`config.mk`:
```
export PLATFORM = sky130hd
export DESIGN_NAME = utf8_to_mac_roman_transcoder
export DESIGN_NICKNAME = d
export VERILOG_FILES = /design/src/design/utmr_pkg.sv /design/src/design/utmr_decoder.sv /design/src/design/utmr_mapper.sv /design/src/design/utf8_to_mac_roman_transcoder.sv
export SDC_FILE = /design/constraint.sdc
export NUM_CORES = 1
export LEC_CHECK = 0
export BUFFER_PORTS_ARGS = -buffer_cell sky130_fd_sc_hd__buf_2
export CAP_MARGIN = 20
export CORE_MARGIN = 2
export CORE_UTILIZATION = 35
export DETAILED_ROUTE_END_ITERATION = 10
export RECOVER_POWER = 50
export REMOVE_ABC_BUFFERS = 1
export SLEW_MARGIN = 20
export SYNTH_ARGS = -nofsm -noshare
export SYNTH_HDL_FRONTEND = slang
export SYNTH_SLANG_ARGS = --single-unit
export TNS_END_PERCENT = 5
```
`constraint.sdc`:
```
create_clock -name clk -period 3.5 [get_ports clk]
set_input_delay 0.35 -clock clk [delete_from_list [all_inputs] [get_ports clk]]
set_output_delay 0.35 -clock clk [all_outputs]
set_load 0.005 [all_outputs]
```
`src/design/utmr_pkg.sv`:
```
// ----------------------------------------------------------------------------
// utmr_pkg
// Shared types, constants and the reverse MacRoman lookup for the
// UTF-8 to MacRoman transcoder.
// ----------------------------------------------------------------------------
package utmr_pkg;

	localparam logic [7:0] ReplacementReset = 8'h3F;   // '?'
	localparam logic [7:0] AsciiLast        = 8'h7F;
	localparam logic [7:0] TwoByteLast      = 8'hDF;

	// Continuation bytes still due
	localparam logic [1:0] PendNone = 2'd0;
	localparam logic [1:0] PendOne  = 2'd1;
	localparam logic [1:0] PendTwo  = 2'd2;

	// Stage 1 transaction handed from the decoder to the mapper
	typedef struct packed {
		logic        valid;
		logic [15:0] code_point;
		logic        truncated;
		logic        last;
	} utmr_dec_t;

	typedef struct packed {
		logic       hit;
		logic [7:0] code;
	} utmr_map_t;

	// Reverse MacRoman table for the upper half (0x80..0xFF)
	function automatic utmr_map_t utmr_lookup(input logic [15:0] cp);
		utmr_map_t r;
		r.hit = 1'b1;
		case (cp)
			16'h00C4: r.code = 8'h80;  16'h00C5: r.code = 8'h81;  16'h00C7: r.code = 8'h82;
			16'h00C9: r.code = 8'h83;  16'h00D1: r.code = 8'h84;  16'h00D6: r.code = 8'h85;
			16'h00DC: r.code = 8'h86;  16'h00E1: r.code = 8'h87;
			16'h00E0: r.code = 8'h88;  16'h00E2: r.code = 8'h89;  16'h00E4: r.code = 8'h8A;
			16'h00E3: r.code = 8'h8B;  16'h00E5: r.code = 8'h8C;  16'h00E7: r.code = 8'h8D;
			16'h00E9: r.code = 8'h8E;  16'h00E8: r.code = 8'h8F;
			16'h00EA: r.code = 8'h90;  16'h00EB: r.code = 8'h91;  16'h00ED: r.code = 8'h92;
			16'h00EC: r.code = 8'h93;  16'h00EE: r.code = 8'h94;  16'h00EF: r.code = 8'h95;
			16'h00F1: r.code = 8'h96;  16'h00F3: r.code = 8'h97;
			16'h00F2: r.code = 8'h98;  16'h00F4: r.code = 8'h99;  16'h00F6: r.code = 8'h9A;
			16'h00F5: r.code = 8'h9B;  16'h00FA: r.code = 8'h9C;  16'h00F9: r.code = 8'h9D;
			16'h00FB: r.code = 8'h9E;  16'h00FC: r.code = 8'h9F;
			16'h2020: r.code = 8'hA0;  16'h00B0: r.code = 8'hA1;  16'h00A2: r.code = 8'hA2;
			16'h00A3: r.code = 8'hA3;  16'h00A7: r.code = 8'hA4;  16'h2022: r.code = 8'hA5;
			16'h00B6: r.code = 8'hA6;  16'h00DF: r.code = 8'hA7;
			16'h00AE: r.code = 8'hA8;  16'h00A9: r.code = 8'hA9;  16'h2122: r.code = 8'hAA;
			16'h00B4: r.code = 8'hAB;  16'h00A8: r.code = 8'hAC;  16'h2260: r.code = 8'hAD;
			16'h00C6: r.code = 8'hAE;  16'h00D8: r.code = 8'hAF;
			16'h221E: r.code = 8'hB0;  16'h00B1: r.code = 8'hB1;  16'h2264: r.code = 8'hB2;
			16'h2265: r.code = 8'hB3;  16'h00A5: r.code = 8'hB4;  16'h00B5: r.code = 8'hB5;
			16'h2202: r.code = 8'hB6;  16'h2211: r.code = 8'hB7;
			16'h220F: r.code = 8'hB8;  16'h03C0: r.code = 8'hB9;  16'h222B: r.code = 8'hBA;
			16'h00AA: r.code = 8'hBB;  16'h00BA: r.code = 8'hBC;  16'h03A9: r.code = 8'hBD;
			16'h00E6: r.code = 8'hBE;  16'h00F8: r.code = 8'hBF;
			16'h00BF: r.code = 8'hC0;  16'h00A1: r.code = 8'hC1;  16'h00AC: r.code = 8'hC2;
			16'h221A: r.code = 8'hC3;  16'h0192: r.code = 8'hC4;  16'h2248: r.code = 8'hC5;
			16'h2206: r.code = 8'hC6;  16'h00AB: r.code = 8'hC7;
			16'h00BB: r.code = 8'hC8;  16'h2026: r.code = 8'hC9;  16'h00A0: r.code = 8'hCA;
			16'h00C0: r.code = 8'hCB;  16'h00C3: r.code = 8'hCC;  16'h00D5: r.code = 8'hCD;
			16'h0152: r.code = 8'hCE;  16'h0153: r.code = 8'hCF;
			16'h2013: r.code = 8'hD0;  16'h2014: r.code = 8'hD1;  16'h201C: r.code = 8'hD2;
			16'h201D: r.code = 8'hD3;  16'h2018: r.code = 8'hD4;  16'h2019: r.code = 8'hD5;
			16'h00F7: r.code = 8'hD6;  16'h25CA: r.code = 8'hD7;
			16'h00FF: r.code = 8'hD8;  16'h0178: r.code = 8'hD9;  16'h2044: r.code = 8'hDA;
			16'h20AC: r.code = 8'hDB;  16'h2039: r.code = 8'hDC;  16'h203A: r.code = 8'hDD;
			16'hFB01: r.code = 8'hDE;  16'hFB02: r.code = 8'hDF;
			16'h2021: r.code = 8'hE0;  16'h00B7: r.code = 8'hE1;  16'h201A: r.code = 8'hE2;
			16'h201E: r.code = 8'hE3;  16'h2030: r.code = 8'hE4;  16'h00C2: r.code = 8'hE5;
			16'h00CA: r.code = 8'hE6;  16'h00C1: r.code = 8'hE7;
			16'h00CB: r.code = 8'hE8;  16'h00C8: r.code = 8'hE9;  16'h00CD: r.code = 8'hEA;
			16'h00CE: r.code = 8'hEB;  16'h00CF: r.code = 8'hEC;  16'h00CC: r.code = 8'hED;
			16'h00D3: r.code = 8'hEE;  16'h00D4: r.code = 8'hEF;
			16'hF8FF: r.code = 8'hF0;  16'h00D2: r.code = 8'hF1;  16'h00DA: r.code = 8'hF2;
			16'h00DB: r.code = 8'hF3;  16'h00D9: r.code = 8'hF4;  16'h0131: r.code = 8'hF5;
			16'h02C6: r.code = 8'hF6;  16'h02DC: r.code = 8'hF7;
			16'h00AF: r.code = 8'hF8;  16'h02D8: r.code = 8'hF9;  16'h02D9: r.code = 8'hFA;
			16'h02DA: r.code = 8'hFB;  16'h00B8: r.code = 8'hFC;  16'h02DD: r.code = 8'hFD;
			16'h02DB: r.code = 8'hFE;  16'h02C7: r.code = 8'hFF;
			default: begin
				r.hit  = 1'b0;
				r.code = 8'h00;
			end
		endcase
		return r;
	endfunction

endpackage

```
`src/design/utmr_decoder.sv`:
```
// ----------------------------------------------------------------------------
// utmr_decoder
// Gathers UTF-8 bytes into code points and registers each completed or
// truncated sequence as one stage 1 transaction.
// ----------------------------------------------------------------------------
module utmr_decoder (
	input  logic               clk,
	input  logic               arst_n,
	input  logic               accept,
	input  logic               advance,
	input  logic [7:0]         in_byte,
	input  logic               end_of_string,
	output utmr_pkg::utmr_dec_t dec_s1
);
	import utmr_pkg::*;

	logic [15:0] cp_q;
	logic [1:0]  pend_q;
	logic [15:0] cp_n;
	logic [1:0]  pend_n;
	logic        emit;
	logic        trunc;
	logic        valid_s1;
	logic [15:0] cp_s1;
	logic        trunc_s1;
	logic        last_s1;

	always_comb begin
		cp_n   = cp_q;
		pend_n = pend_q;
		if (pend_q == PendNone) begin
			if (in_byte inside {[8'h00:AsciiLast]}) begin
				cp_n   = {8'h00, in_byte};
				pend_n = PendNone;
			end else if (in_byte inside {[8'h80:TwoByteLast]}) begin
				cp_n   = {5'b0, in_byte[4:0], 6'b0};
				pend_n = PendOne;
			end else begin
				cp_n   = {in_byte[3:0], 12'b0};
				pend_n = PendTwo;
			end
		end else begin
			if (pend_q == PendTwo)
				cp_n = cp_q | {4'b0, in_byte[5:0], 6'b0};
			else
				cp_n = cp_q | {10'b0, in_byte[5:0]};
			pend_n = pend_q - 2'd1;
		end
		trunc = (pend_n != PendNone) && end_of_string;
		emit  = (pend_n == PendNone) || end_of_string;
	end

	// Sequence state: hold partial bits until the sequence completes
	always_ff @(posedge clk or negedge arst_n) begin
		if (!arst_n) begin
			cp_q   <= '0;
			pend_q <= PendNone;
		end else if (accept) begin
			if (emit) begin
				cp_q   <= '0;
				pend_q <= PendNone;
			end else begin
				cp_q   <= cp_n;
				pend_q <= pend_n;
			end
		end
	end

	always_ff @(posedge clk or negedge arst_n) begin
		if (!arst_n)
			valid_s1 <= 1'b0;
		else if (advance)
			valid_s1 <= accept && emit;
	end

	always_ff @(posedge clk) begin
		if (advance && accept) begin
			cp_s1    <= cp_n;
			trunc_s1 <= trunc;
			last_s1  <= end_of_string;
		end
	end

	assign dec_s1 = {valid_s1, cp_s1, trunc_s1, last_s1};

endmodule

```
`src/design/utmr_mapper.sv`:
```
// ----------------------------------------------------------------------------
// utmr_mapper
// Maps a code point to MacRoman and holds the result register.
// ----------------------------------------------------------------------------
module utmr_mapper (
	input  logic                clk,
	input  logic                arst_n,
	input  logic                advance,
	input  utmr_pkg::utmr_dec_t dec_s1,
	input  logic [7:0]          replacement,
	output logic                valid_s2,
	output logic [7:0]          mac_s2,
	output logic                miss_s2,
	output logic                last_s2
);
	import utmr_pkg::*;

	utmr_map_t look;
	logic [7:0] mac_n;
	logic       miss_n;

	always_comb begin
		look   = utmr_lookup(dec_s1.code_point);
		mac_n  = look.code;
		miss_n = 1'b0;
		if (dec_s1.truncated) begin
			mac_n  = replacement;
			miss_n = 1'b1;
		end else if (dec_s1.code_point <= {8'h00, AsciiLast}) begin
			mac_n = dec_s1.code_point[7:0];
		end else if (!look.hit) begin
			mac_n  = replacement;
			miss_n = 1'b1;
		end
	end

	always_ff @(posedge clk or negedge arst_n) begin
		if (!arst_n)
			valid_s2 <= 1'b0;
		else if (advance)
			valid_s2 <= dec_s1.valid;
	end

	always_ff @(posedge clk) begin
		if (advance && dec_s1.valid) begin
			mac_s2  <= mac_n;
			miss_s2 <= miss_n;
			last_s2 <= dec_s1.last;
		end
	end

endmodule

```
`src/design/utf8_to_mac_roman_transcoder.sv`:
```
// ----------------------------------------------------------------------------
// utf8_to_mac_roman_transcoder
// Lax UTF-8 decoder that emits one MacRoman byte per decoded sequence.
// ----------------------------------------------------------------------------
// The block takes one UTF-8 byte per clock while in_stall is low and gives
// one MacRoman byte per completed sequence through the stage 1 register and
// then the result register. Leads below 0x80 are single bytes, leads below
// 0xE0 open a two-byte sequence and all others a three-byte sequence;
// following bytes contribute their low six bits without checks. Code points
// up to 0x7F pass through, the rest go through the reverse MacRoman table,
// and a miss gives replacement_byte with unmapped set. A sequence cut short
// by end_of_string yields replacement_byte, unmapped and last_result. The
// unstalled rate is one byte per cycle: the sequence state updates on each
// accepted byte, and the table lookup has its own stage between the decode
// and result registers. replacement_byte (reset '?') is written through the
// cfg channel, which is always ready; write it only while the block is idle.
// ----------------------------------------------------------------------------
module utf8_to_mac_roman_transcoder (
	input  logic       clk,
	input  logic       arst_n,
	// input channel
	input  logic       in_valid,
	output logic       in_stall,
	input  logic [7:0] in_byte,
	input  logic       end_of_string,
	// output channel
	output logic       out_valid,
	input  logic       out_stall,
	output logic [7:0] mac_byte,
	output logic       unmapped,
	output logic       last_result,
	// configuration channel
	input  logic       cfg_valid,
	output logic       cfg_ready,
	input  logic [7:0] replacement_byte
);
	import utmr_pkg::*;

	logic      repl_en;
	logic [7:0] repl_q;
	logic      adv_s1;
	logic      adv_s2;
	logic      accept;
	utmr_dec_t dec_s1;

	// Advance the result register whenever it is empty or being drained;
	// advance stage 1 whenever it is empty or can move forward.
	assign adv_s2   = !out_valid || !out_stall;
	assign adv_s1   = !dec_s1.valid || adv_s2;
	assign in_stall = !adv_s1;
	assign accept   = in_valid && adv_s1;

	// Configuration register: take every write transaction immediately
	assign cfg_ready = 1'b1;
	assign repl_en   = cfg_valid && cfg_ready;

	always_ff @(posedge clk or negedge arst_n) begin
		if (!arst_n)
			repl_q <= ReplacementReset;
		else if (repl_en)
			repl_q <= replacement_byte;
	end

	// Sequence assembly and stage 1 register
	utmr_decoder u_decoder (
		.clk           (clk),
		.arst_n        (arst_n),
		.accept        (accept),
		.advance       (adv_s1),
		.in_byte       (in_byte),
		.end_of_string (end_of_string),
		.dec_s1        (dec_s1)
	);

	// Table lookup and result register
	utmr_mapper u_mapper (
		.clk         (clk),
		.arst_n      (arst_n),
		.advance     (adv_s2),
		.dec_s1      (dec_s1),
		.replacement (repl_q),
		.valid_s2    (out_valid),
		.mac_s2      (mac_byte),
		.miss_s2     (unmapped),
		.last_s2     (last_result)
	);

endmodule
```
==> results of run 1 <==
state kept, by name, summed over array words and instances, names as in the netlist:
name / cells
repl_q: 8
u_decoder.last_s1: 1
u_decoder.cp_q: 16
u_decoder.trunc_s1: 1
u_mapper.mac_s2: 8
u_decoder.pend_q: 2
u_mapper.miss_s2: 1
u_decoder.cp_s1: 16
u_decoder.valid_s1: 1
u_mapper.last_s2: 1
u_mapper.valid_s2: 1
stage by stage:
step,std cells,hold slack [ns]
final,783,0.261
after global routing,783,0.273
after CTS,783,0.104
after detailed placement,775,0.421
after global placement,775,0.398
after floorplan,506,0.0544
metal layers:
layer,track usage,vias to the layer above
met4,0.146,0
met1,0.342,2484
li1,-,2296
met2,0.423,342
met5,0,-
met3,0.0473,88
area by class of cell:
type                            count  share of cell area
Clock buffer                        6              0.0232
Clock inverter                      2             0.00697
Inverter                           11             0.00742
Multi-Input combinational cell    439               0.529
Sequential cell                    56               0.278
Tap cell                          176              0.0396
Timing Repair Buffer               93               0.115
worst register-to-register path: stages (launching register included):
cell	delay [ns]
edfxtp_1	0.68
nor4bb_1	0.28
buf_4	0.19
buf_4	0.15
nand2_1	0.06
o32ai_1	0.07
buf_4	0.16
nor4_1	0.62
and3_4	0.35
o21ai_0	0.09
nor4_1	0.35
a221oi_1	0.13
synthesized netlist by cell type (all sizes together) (4+ instances only):
master	instances
nand4	15
nor2	43
clkbuf	19
dfstp	6
nand2	48
o22ai	11
and3	4
nand3	26
or4b	6
nand2b	8
a211oi	5
and4	4
and4b	7
a21oi	28
o32ai	5
a22oi	9
nor4b	10
or3	9
o21ai	25
a31oi	10
or4	7
inv	11
a221oi	7
edfxtp	28
nand3b	11
buf	35
nor4bb	8
nor4	11
o211ai	5
nand4b	4
mux2	5
dfrtp	22
nor2b	6
nor3	17
a22o	30
report_power, final:
part / switching [mW] / leakage, nW / internal (mW) / total [mW]
combinational: 0.339 / 1.32 / 0.191 / 0.530
clock: 0.232 / 0.0815 / 0.341 / 0.573
sequential: 0.0589 / 0.628 / 0.764 / 0.823
cells by family (layout without fill, tap and decap cells):
kind of cell | after synthesis | count (layout) | synth area share
and+or+nand+nor | 259 | 259 | 0.332
DFF | 56 | 56 | 0.320
xor gates and xnor gates | 4 | 4 | 0.00724
muxes | 5 | 5 | 0.0116
other | 1 | 1 | 0.000775
buffers and inverters | 65 | 112 | 0.0724
AOI/OAI and AO/OA | 170 | 170 | 0.256
worst paths after layout:
check	start	endpoint	slack, ns	cells after the start
worst max-delay path	u_decoder.cp_s1[7]	u_mapper.mac_s2[3]	0.13	11
worst min-delay path	replacement_byte[2]	repl_q[2]	0.26	3
worst max register to register	u_decoder.cp_s1[7]	u_mapper.mac_s2[3]	0.13	11
worst min register to register	u_decoder.last_s1	u_mapper.last_s2	0.44	0
max in group asynchronous	arst_n	repl_q[7]	2.10	1
min in group asynchronous	arst_n	u_decoder.pend_q[0]	0.46	1
repair_timing:
item,CTS,global route
buffers inserted,0,0
gates resized for setup,0,1
endpoints found under the hold margin,0,0
setup endpoints to repair,0,1
==> flow_metrics.env, run 1 <==
export IMPL_outcome="finished, violations left"
export IMPL_violations="capacitance limit, slew limit"
export IMPL_post_dp_cell_area_um2=5400
export IMPL_ys_seq_elements=56
export IMPL_dieArea_um2=14800
export IMPL_slew_viol_final=29
export IMPL_cts_root_buffer="clkbuf_16"
export IMPL_synth_main_ff_cell="edfxtp_1"
export IMPL_cts_buffers=5
export IMPL_yosysSeqAreaShare=0.320
export IMPL_ant_nets=0
export IMPL_async_flop_share=0.500
export IMPL_ios=35
export IMPL_clk_latency_ns=0.30
export IMPL_dp_hpwl_um=14800
export IMPL_cts_tree="yes"
export IMPL_grt_pass1_vias=4928
export IMPL_required_ns=3.53
export IMPL_yosys_area_top_type="edfxtp_1"
export IMPL_gr_total_overflow=0
export IMPL_grt_max_degree=52
export IMPL_yosys_warnings=0
export IMPL_top_layer="met4"
export IMPL_p_total_mw=1.93
export IMPL_critical_path_max_fanout=19
export IMPL_vdd_ir_drop_max_uv=243
export IMPL_worst_path_most_repeated_cell="buf_4"
export IMPL_dp_slack_ns=0.187
export IMPL_drt_vias_per_instance=6.65
export IMPL_syn_area_um2=4840
export IMPL_cp_arrival_ns=3.40
export IMPL_grt_pass1_wl_um=29600
export IMPL_max_freq_mhz=297
export IMPL_numPortBuffers=33
export IMPL_gp_congestion=1.06
export IMPL_critical_path_buf_inv_count=3
export IMPL_synth_edf_count=28
export IMPL_synth_cell_types=84
export IMPL_cts_buffer_depth=2
export IMPL_wl_met3_um=1740
export IMPL_min_period_ns=3.37
export IMPL_critical_path_top_delay_family="simple AND/OR/NAND/NOR gates"
export IMPL_dr_wl_met2_um=8850
export IMPL_p_per_area_nw_per_um2=346
export IMPL_utilization=0.417
export IMPL_fin_ws_ns=0.131
export IMPL_finalClockSkew_ns=0.00480
export IMPL_register_area_um2=1550
export IMPL_cts_sinks=56
export IMPL_critPathSlowestCell="edfxtp_1"
export IMPL_hp_class="in2reg"
export IMPL_layout_commonest_cell="buf_4"
export IMPL_fin_area_um2=5570
export IMPL_drt_iter0_drc=586
export IMPL_synth_top_cell_area_share=0.174
export IMPL_die_y_um=122
export IMPL_worst_pin_slew_ns=1.63
export IMPL_nFillCells=1378
export IMPL_wl_met1_um=7750
export IMPL_n_antenna_cell=0
export IMPL_avgSynthCellArea_um2=8.64
export IMPL_layout_nets=628
export IMPL_critPathLaunchType="flip-flop"
export IMPL_track_usage=0.265
export IMPL_drv_cap=1
export IMPL_start_util=0.362
export IMPL_coreArea_um2=13300
export IMPL_min_period_over_period=0.963
export IMPL_vias=5210
export IMPL_multiInputGateArea_um2=2950
export IMPL_drc_errors=0
export IMPL_rsz0062_at_grt="no"
export IMPL_rows=42
export IMPL_cts_hold_buffers=0
export IMPL_hold_viol=0
export IMPL_slowest_delay_ns=0.68
export IMPL_htree_num_levels=2
export IMPL_syn_to_final_growth_pct=15.1
export IMPL_wirelength_um=19500
export IMPL_critPathKind="reg2reg"
export IMPL_crit_chain="nor4bb_1, buf_4, buf_4, nand2_1, o32ai_1, buf_4, nor4_1, and3_4, o21ai_0, nor4_1, a221oi_1"
export IMPL_synthTopCellsByArea="edfxtp_1 17%, dfrtp_1 11%, a22o_1 5.4%, nand2_1 3.6%, nor2_1 3.3%"
export IMPL_leakage_nw=2.03
export IMPL_layout_drive_gt1_share=0.211
export IMPL_clk_pin_slew_ns=0.07
export IMPL_tns_ns=0
export IMPL_dr_pass1_iters=7
export IMPL_die_x_um=122
export IMPL_grt_antenna_before_repair=0
export IMPL_avgRoutedWirePerCell_um=25.0
export IMPL_synthCells=560
export IMPL_layout_common_cells="56 x buf_4, 46 x nand2_1, 43 x nor2_1, 30 x a22o_1"
export IMPL_slew_headroom=-0.0860
export IMPL_setup_viol=0
export IMPL_end_kind="flip-flop"
Note: power is estimated with default switching activity, not from simulation.
==> run 2: changes to the inputs <==
--- a/config.mk
+++ b/config.mk
@@ -12,6 +12,7 @@
 export DETAILED_ROUTE_END_ITERATION = 10
 export RECOVER_POWER = 50
 export REMOVE_ABC_BUFFERS = 1
+export SETUP_SLACK_MARGIN = 0.3
 export SLEW_MARGIN = 20
 export SYNTH_ARGS = -nofsm -noshare
 export SYNTH_HDL_FRONTEND = slang
==> flow_metrics.env, run 2 (same netlist as run 1, synthesis figures left out) <==
export IMPL_outcome="finished, violations left"
export IMPL_violations="capacitance limit, slew limit"
export IMPL_min_period_over_period=0.912
export IMPL_wirelength_um=19800
export IMPL_netSwitchingFraction=0.327
export IMPL_cts_root_buffer="clkbuf_16"
export IMPL_grt_pass1_wl_um=29900
export IMPL_hp_class="in2reg"
export IMPL_max_freq_mhz=313
export IMPL_rsz0062_at_grt="yes"
export IMPL_critPathKind="reg2reg"
export IMPL_syn_to_final_growth_pct=17.1
export IMPL_final_cells=794
export IMPL_ios=35
export IMPL_holdWs_ns=0.260
export IMPL_clk_pin_slew_ns=0.07
export IMPL_combPwrFrac=0.290
export IMPL_critPathLaunchType="flip-flop"
export IMPL_critical_path_max_fanout=33
export IMPL_cts_buffer_depth=2
export IMPL_cts_hold_buffers=0
export IMPL_n_antenna_cell=0
export IMPL_coreArea_um2=13300
export IMPL_grt_pass1_vias=4985
export IMPL_slew_viol_final=29
export IMPL_vdd_ir_drop_max_uv=243
export IMPL_layout_common_cells="67 x buf_4, 46 x nand2_1, 43 x nor2_1, 30 x a22o_1"
export IMPL_hold_viol=0
export IMPL_end_kind="flip-flop"
export IMPL_cts_sinks=56
export IMPL_layout_nets=639
export IMPL_worst_pin_slew_ns=1.64
export IMPL_clk_latency_ns=0.30
export IMPL_setup_viol=0
export IMPL_gr_total_overflow=0
export IMPL_dr_pass1_iters=5
export IMPL_leakage_nw=2.09
export IMPL_htree_num_levels=2
export IMPL_grt_antenna_before_repair=0
export IMPL_p_sw_mw=0.639
export IMPL_track_usage=0.267
export IMPL_cp_arrival_ns=3.24
export IMPL_cts_buffers=5
export IMPL_dieArea_um2=14800
export IMPL_drc_errors=0
export IMPL_vias=5247
export IMPL_gp_congestion=1.06
export IMPL_cts_tree="yes"
export IMPL_dp_cells=775
export IMPL_drt_iter0_drc=730
export IMPL_die_x_um=122
export IMPL_drt_vias_per_instance=6.61
export IMPL_die_y_um=122
export IMPL_drv_cap=1
export IMPL_layout_commonest_cell="buf_4"
export IMPL_finalClockSkew_ns=0.00479
export IMPL_slew_headroom=-0.0961
export IMPL_layout_drive_gt1_share=0.228
export IMPL_numPortBuffers=33
export IMPL_register_area_um2=1550
export IMPL_p_seq_frac=0.416
export IMPL_nFillCells=1376
export IMPL_ant_nets=0
export IMPL_p_per_area_nw_per_um2=344
export IMPL_utilization=0.424
export IMPL_avgRoutedWirePerCell_um=25.0
export IMPL_p_int_mw=1.31
export IMPL_multiInputGateArea_um2=2960
export IMPL_pwr_share_clk=0.294
export IMPL_p_total_mw=1.95
export IMPL_largest_registers="u_decoder.cp_q: 16 flops, u_decoder.cp_s1: 16 flops"
export IMPL_rows=42
export IMPL_tns_ns=0
export IMPL_dp_hpwl_um=14800
export IMPL_start_util=0.362
export IMPL_required_ns=3.55
export IMPL_min_period_ns=3.19
export IMPL_grt_max_degree=52
run 2: changes by cell type in the layout (fill, tap and decap cells not counted):
cell / previous run / this run
nor4_1: 8 / 7
and4b_2: 0 / 1
nor4_2: 2 / 3
and4b_1: 6 / 5
nor4b_2: 2 / 1
buf_4: 56 / 67
nor4b_4: 1 / 2
run 2: final cells by class:
class / count / share of cell area
multi-input combinational: 439 / 0.523
sequential: 56 / 0.273
timing repair buffer: 104 / 0.128
tap: 176 / 0.0389
clock buffer: 6 / 0.0227
inverter: 11 / 0.00729
clock inverter: 2 / 0.00685
run 2: worst paths after layout:
| check | from | endpoint | slack, ns | cells past startpoint |
|---|---|---|---|---|
| max | u_decoder.cp_s1[2] | u_mapper.mac_s2[2] | 0.31 | 10 |
| min | replacement_byte[2] | repl_q[2] | 0.26 | 3 |
| max reg2reg | u_decoder.cp_s1[2] | u_mapper.mac_s2[2] | 0.31 | 10 |
| min reg2reg | u_decoder.last_s1 | u_mapper.last_s2 | 0.44 | 0 |
| max in group asynchronous | arst_n | repl_q[7] | 2.08 | 1 |
| min in group asynchronous | arst_n | u_decoder.cp_q[2] | 0.46 | 1 |
run 2: per-layer routing:
metal / GRT usage / up-vias / routed length (um)
met4: 0.146 / 0 / 1290
met1: 0.343 / 2499 / 7810
met3: 0.0501 / 92 / 1810
li1: - / 2317 / -
met5: 0 / - / 0
met2: 0.425 / 339 / 8910
run 2: worst max-delay path: stages, from the launching register on:
cell and delay, ns:
edfxtp_1 0.37, buf_12 0.20, buf_4 0.35, or3_1 0.23, a211o_1 0.17, a21oi_1 0.10, or4_1 0.60, nand3b_1 0.19
nor4_1 0.40, a31oi_1 0.13, a21boi_1 0.16
run 2: power by group through the flow:
stage / clock network [mW] / registers [mW] / logic [mW]
after global placement: 0 / 0.830 / 0.523
final: 0.574 / 0.812 / 0.565
after detailed placement: 0 / 0.833 / 0.518
after global routing: 0.616 / 0.820 / 0.595
after floorplan: 0 / 0.862 / 0.243
after CTS: 0.588 / 0.811 / 0.544
run 2: stage by stage:
step	setup slack (ns)	area [um^2]
detailed placement	0.187	5400
global placement	0.191	5400
finish	0.308	5670
floorplan	0.184	4530
CTS	0.313	5630
global route	0.238	5670
run 2: what timing repair did:
item	4_1_cts	5_1_grt
buffers inserted	8	3
setup endpoints to repair	2	9
gates resized for setup	1	3
==> run 3: changes to the inputs <==
--- a/config.mk
+++ b/config.mk
@@ -5,6 +5,7 @@
 export SDC_FILE = /design/constraint.sdc
 export NUM_CORES = 1
 export LEC_CHECK = 0
+export ABC_AREA = 1
 export BUFFER_PORTS_ARGS = -buffer_cell sky130_fd_sc_hd__buf_2
 export CAP_MARGIN = 20
 export CORE_MARGIN = 2
@@ -12,7 +13,6 @@
 export DETAILED_ROUTE_END_ITERATION = 10
 export RECOVER_POWER = 50
 export REMOVE_ABC_BUFFERS = 1
-export SETUP_SLACK_MARGIN = 0.3
 export SLEW_MARGIN = 20
 export SYNTH_ARGS = -nofsm -noshare
 export SYNTH_HDL_FRONTEND = slang
==> flow_metrics.env, run 3 <==
export IMPL_synth_edf_count=28
export IMPL_slew_viol_final=0
export IMPL_hold_viol=0
export IMPL_clk_pin_slew_ns=0.08
export IMPL_cts_root_buffer="clkbuf_16"
export IMPL_drc_errors=0
export IMPL_final_cells=1031
export IMPL_slowest_delay_ns=0.54
export IMPL_outcome="complete, no violations"
export IMPL_ys_seq_elements=56
export IMPL_yosysSeqAreaShare=0.321
export IMPL_dr_pass1_iters=5
export IMPL_dp_cells=1022
export IMPL_drv_cap=0
export IMPL_hold_start="replacement_byte[7]"
export IMPL_avgSynthCellArea_um2=5.87
export IMPL_drt_iter0_drc=494
export IMPL_critical_path_buf_inv_count=2
export IMPL_p_per_area_nw_per_um2=327
export IMPL_yosys_warnings=0
export IMPL_min_period_over_period=0.793
export IMPL_worst_pin_slew_ns=1.48
export IMPL_largest_registers="u_decoder.cp_q: 16 flops, u_decoder.cp_s1: 16 flops"
export IMPL_p_total_mw=1.74
export IMPL_hp_class="in2reg"
export IMPL_track_usage=0.242
export IMPL_die_x_um=121
export IMPL_end_kind="flip-flop"
export IMPL_yosysMostFrequentCell="nand2_1"
export IMPL_vias=5419
export IMPL_synth_commonest_cells="302 x nand2_1, 176 x nor2_1, 90 x inv_1, 49 x nand3_1, 34 x o21ai_0"
export IMPL_critPathKind="reg2reg"
export IMPL_async_flop_share=0.500
export IMPL_layout_commonest_cell="nand2_1"
export IMPL_synth_top_cell_area_share=0.235
export IMPL_finalClockSkew_ns=0.00755
export IMPL_synth_main_ff_cell="edfxtp_1"
export IMPL_crit_chain="nor2_1, clkinv_1, nor3_1, inv_1, o21ai_0, o21ai_1, o21ai_0"
export IMPL_cts_buffers=5
export IMPL_start_util=0.361
export IMPL_post_cts_resized=0
export IMPL_vdd_ir_drop_max_uv=232
export IMPL_layout_nets=876
export IMPL_n_antenna_cell=0
export IMPL_ios=35
export IMPL_syn_to_final_growth_pct=10.2
export IMPL_cp_arrival_ns=2.98
export IMPL_avgRoutedWirePerCell_um=17.1
export IMPL_rrSetupSlack_ns=0.73
export IMPL_max_freq_mhz=360
export IMPL_rsz0062_at_grt="no"
export IMPL_synth_cell_types=31
export IMPL_gr_total_overflow=0
export IMPL_grt_pass1_wl_um=27200
export IMPL_layout_drive_gt1_share=0.0749
export IMPL_min_period_ns=2.77
export IMPL_clk_latency_ns=0.29
export IMPL_synthTopCellsByArea="nand2_1 24%, edfxtp_1 17%, nor2_1 14%, dfrtp_1 11%, inv_1 7.0%"
export IMPL_gp_congestion=1.06
export IMPL_yosys_area_top_type="nand2_1"
export IMPL_setup_viol=0
export IMPL_worst_path_most_repeated_cell="o21ai_0"
export IMPL_leakage_nw=2.67
export IMPL_critPathLaunch="u_decoder.pend_q[0]"
export IMPL_layout_common_cells="302 x nand2_1, 176 x nor2_1, 90 x inv_1, 49 x nand3_1, 34 x o21ai_0"
export IMPL_cts_sinks=56
export IMPL_rows=42
export IMPL_htree_num_levels=2
export IMPL_critical_path_max_fanout=16
export IMPL_slew_headroom=0.0156
export IMPL_required_ns=3.70
export IMPL_critPathSlowestCell="nor2_1"
export IMPL_reg2reg_from="u_decoder.pend_q[0]"
export IMPL_grt_pass1_vias=5063
export IMPL_ant_nets=0
export IMPL_syn_area_um2=4820
export IMPL_postCtsSetupBuffers=0
export IMPL_wirelength_um=17600
export IMPL_die_y_um=121
export IMPL_drt_vias_per_instance=5.26
export IMPL_critical_path_top_delay_family="compound AO/OA/AOI/OAI gates"
export IMPL_dieArea_um2=14700
export IMPL_cts_buffer_depth=2
export IMPL_numPortBuffers=33
export IMPL_synthCells=821
export IMPL_cts_tree="yes"
export IMPL_coreArea_um2=13300
export IMPL_critPathLaunchType="flip-flop"
export IMPL_grt_antenna_before_repair=0
export IMPL_cts_hold_buffers=0
export IMPL_grt_max_degree=33
export IMPL_dp_hpwl_um=14100
## run 3: cell types whose count changed in the layout (fill, tap and decap cells not counted), sizes merged, moves of 11 or more
cell / delta
inv: +85
o21ai: +11
o22ai: +12
buf: -64
nor2: +141
nor4: -11
a22o: -30
nand2: +257
nand3: +23
## run 3: tightest hold or removal path: stages
cell and delay (ns):
buf_2 0.08, nand2_1 0.03, o21ai_0 0.07
## run 3: cell families (layout without fill, tap and decap cells)
| family | after synthesis | in the layout | share of synthesized area |
|---|---|---|---|
| buffers and inverters | 113 | 147 | 0.0994 |
| muxes | 3 | 3 | 0.00701 |
| DFF | 56 | 56 | 0.321 |
| other | 1 | 1 | 0.000778 |
| AOI/OAI and AO/OA | 92 | 92 | 0.109 |
| and+or+nand+nor | 556 | 556 | 0.462 |
## run 3: area by class of cell
cell class                 instances  area, um^2
sequential                        56        1550
clock inverter                     3        26.3
inverter                          96         360
timing repair buffer              43         235
clock buffer                       5         125
multi-input combinational        652        2800
tap                              176         220
fill                            1542        8030
## run 3: layer usage
| layer | routed length, um | vias to the layer above | GRT usage |
|---|---|---|---|
| met5 | 0 | - | 0 |
| met4 | 1070 | 0 | 0.153 |
| met3 | 1400 | 60 | 0.0385 |
| met2 | 7690 | 281 | 0.367 |
| met1 | 7430 | 2403 | 0.321 |
| li1 | - | 2675 | - |
## run 3: final timing paths
kind                                      end  cells after the start
max                         u_decoder.cp_q[7]                      7
min                                 repl_q[7]                      3
max reg2reg                 u_decoder.cp_q[7]                      7
min reg2reg                  u_mapper.last_s2                      0
max in group asynchronous   u_decoder.cp_q[3]                      1
min in group asynchronous  u_decoder.valid_s1                      1
## run 3: power breakdown
part	internal [mW]	switching [mW]	leakage [nW]
registers	0.772	0.0444	0.630
clock network	0.273	0.247	0.0762
logic	0.103	0.298	1.96
## run 3: stage by stage
step / instance area [um^2] / hold WS, ns / utilization / TNS (ns) / setup WS (ns)
global placement: 5160 / 0.399 / 0.387 / 0 / 0.802
floorplan: 4700 / 0.0544 / - / -0.300 / -0.0498
finish: 5310 / 0.274 / 0.398 / 0 / 0.726
global route: 5310 / 0.272 / 0.398 / 0 / 0.407
detailed placement: 5160 / 0.398 / 0.387 / 0 / 0.855
CTS: 5310 / 0.0731 / 0.398 / 0 / 0.842
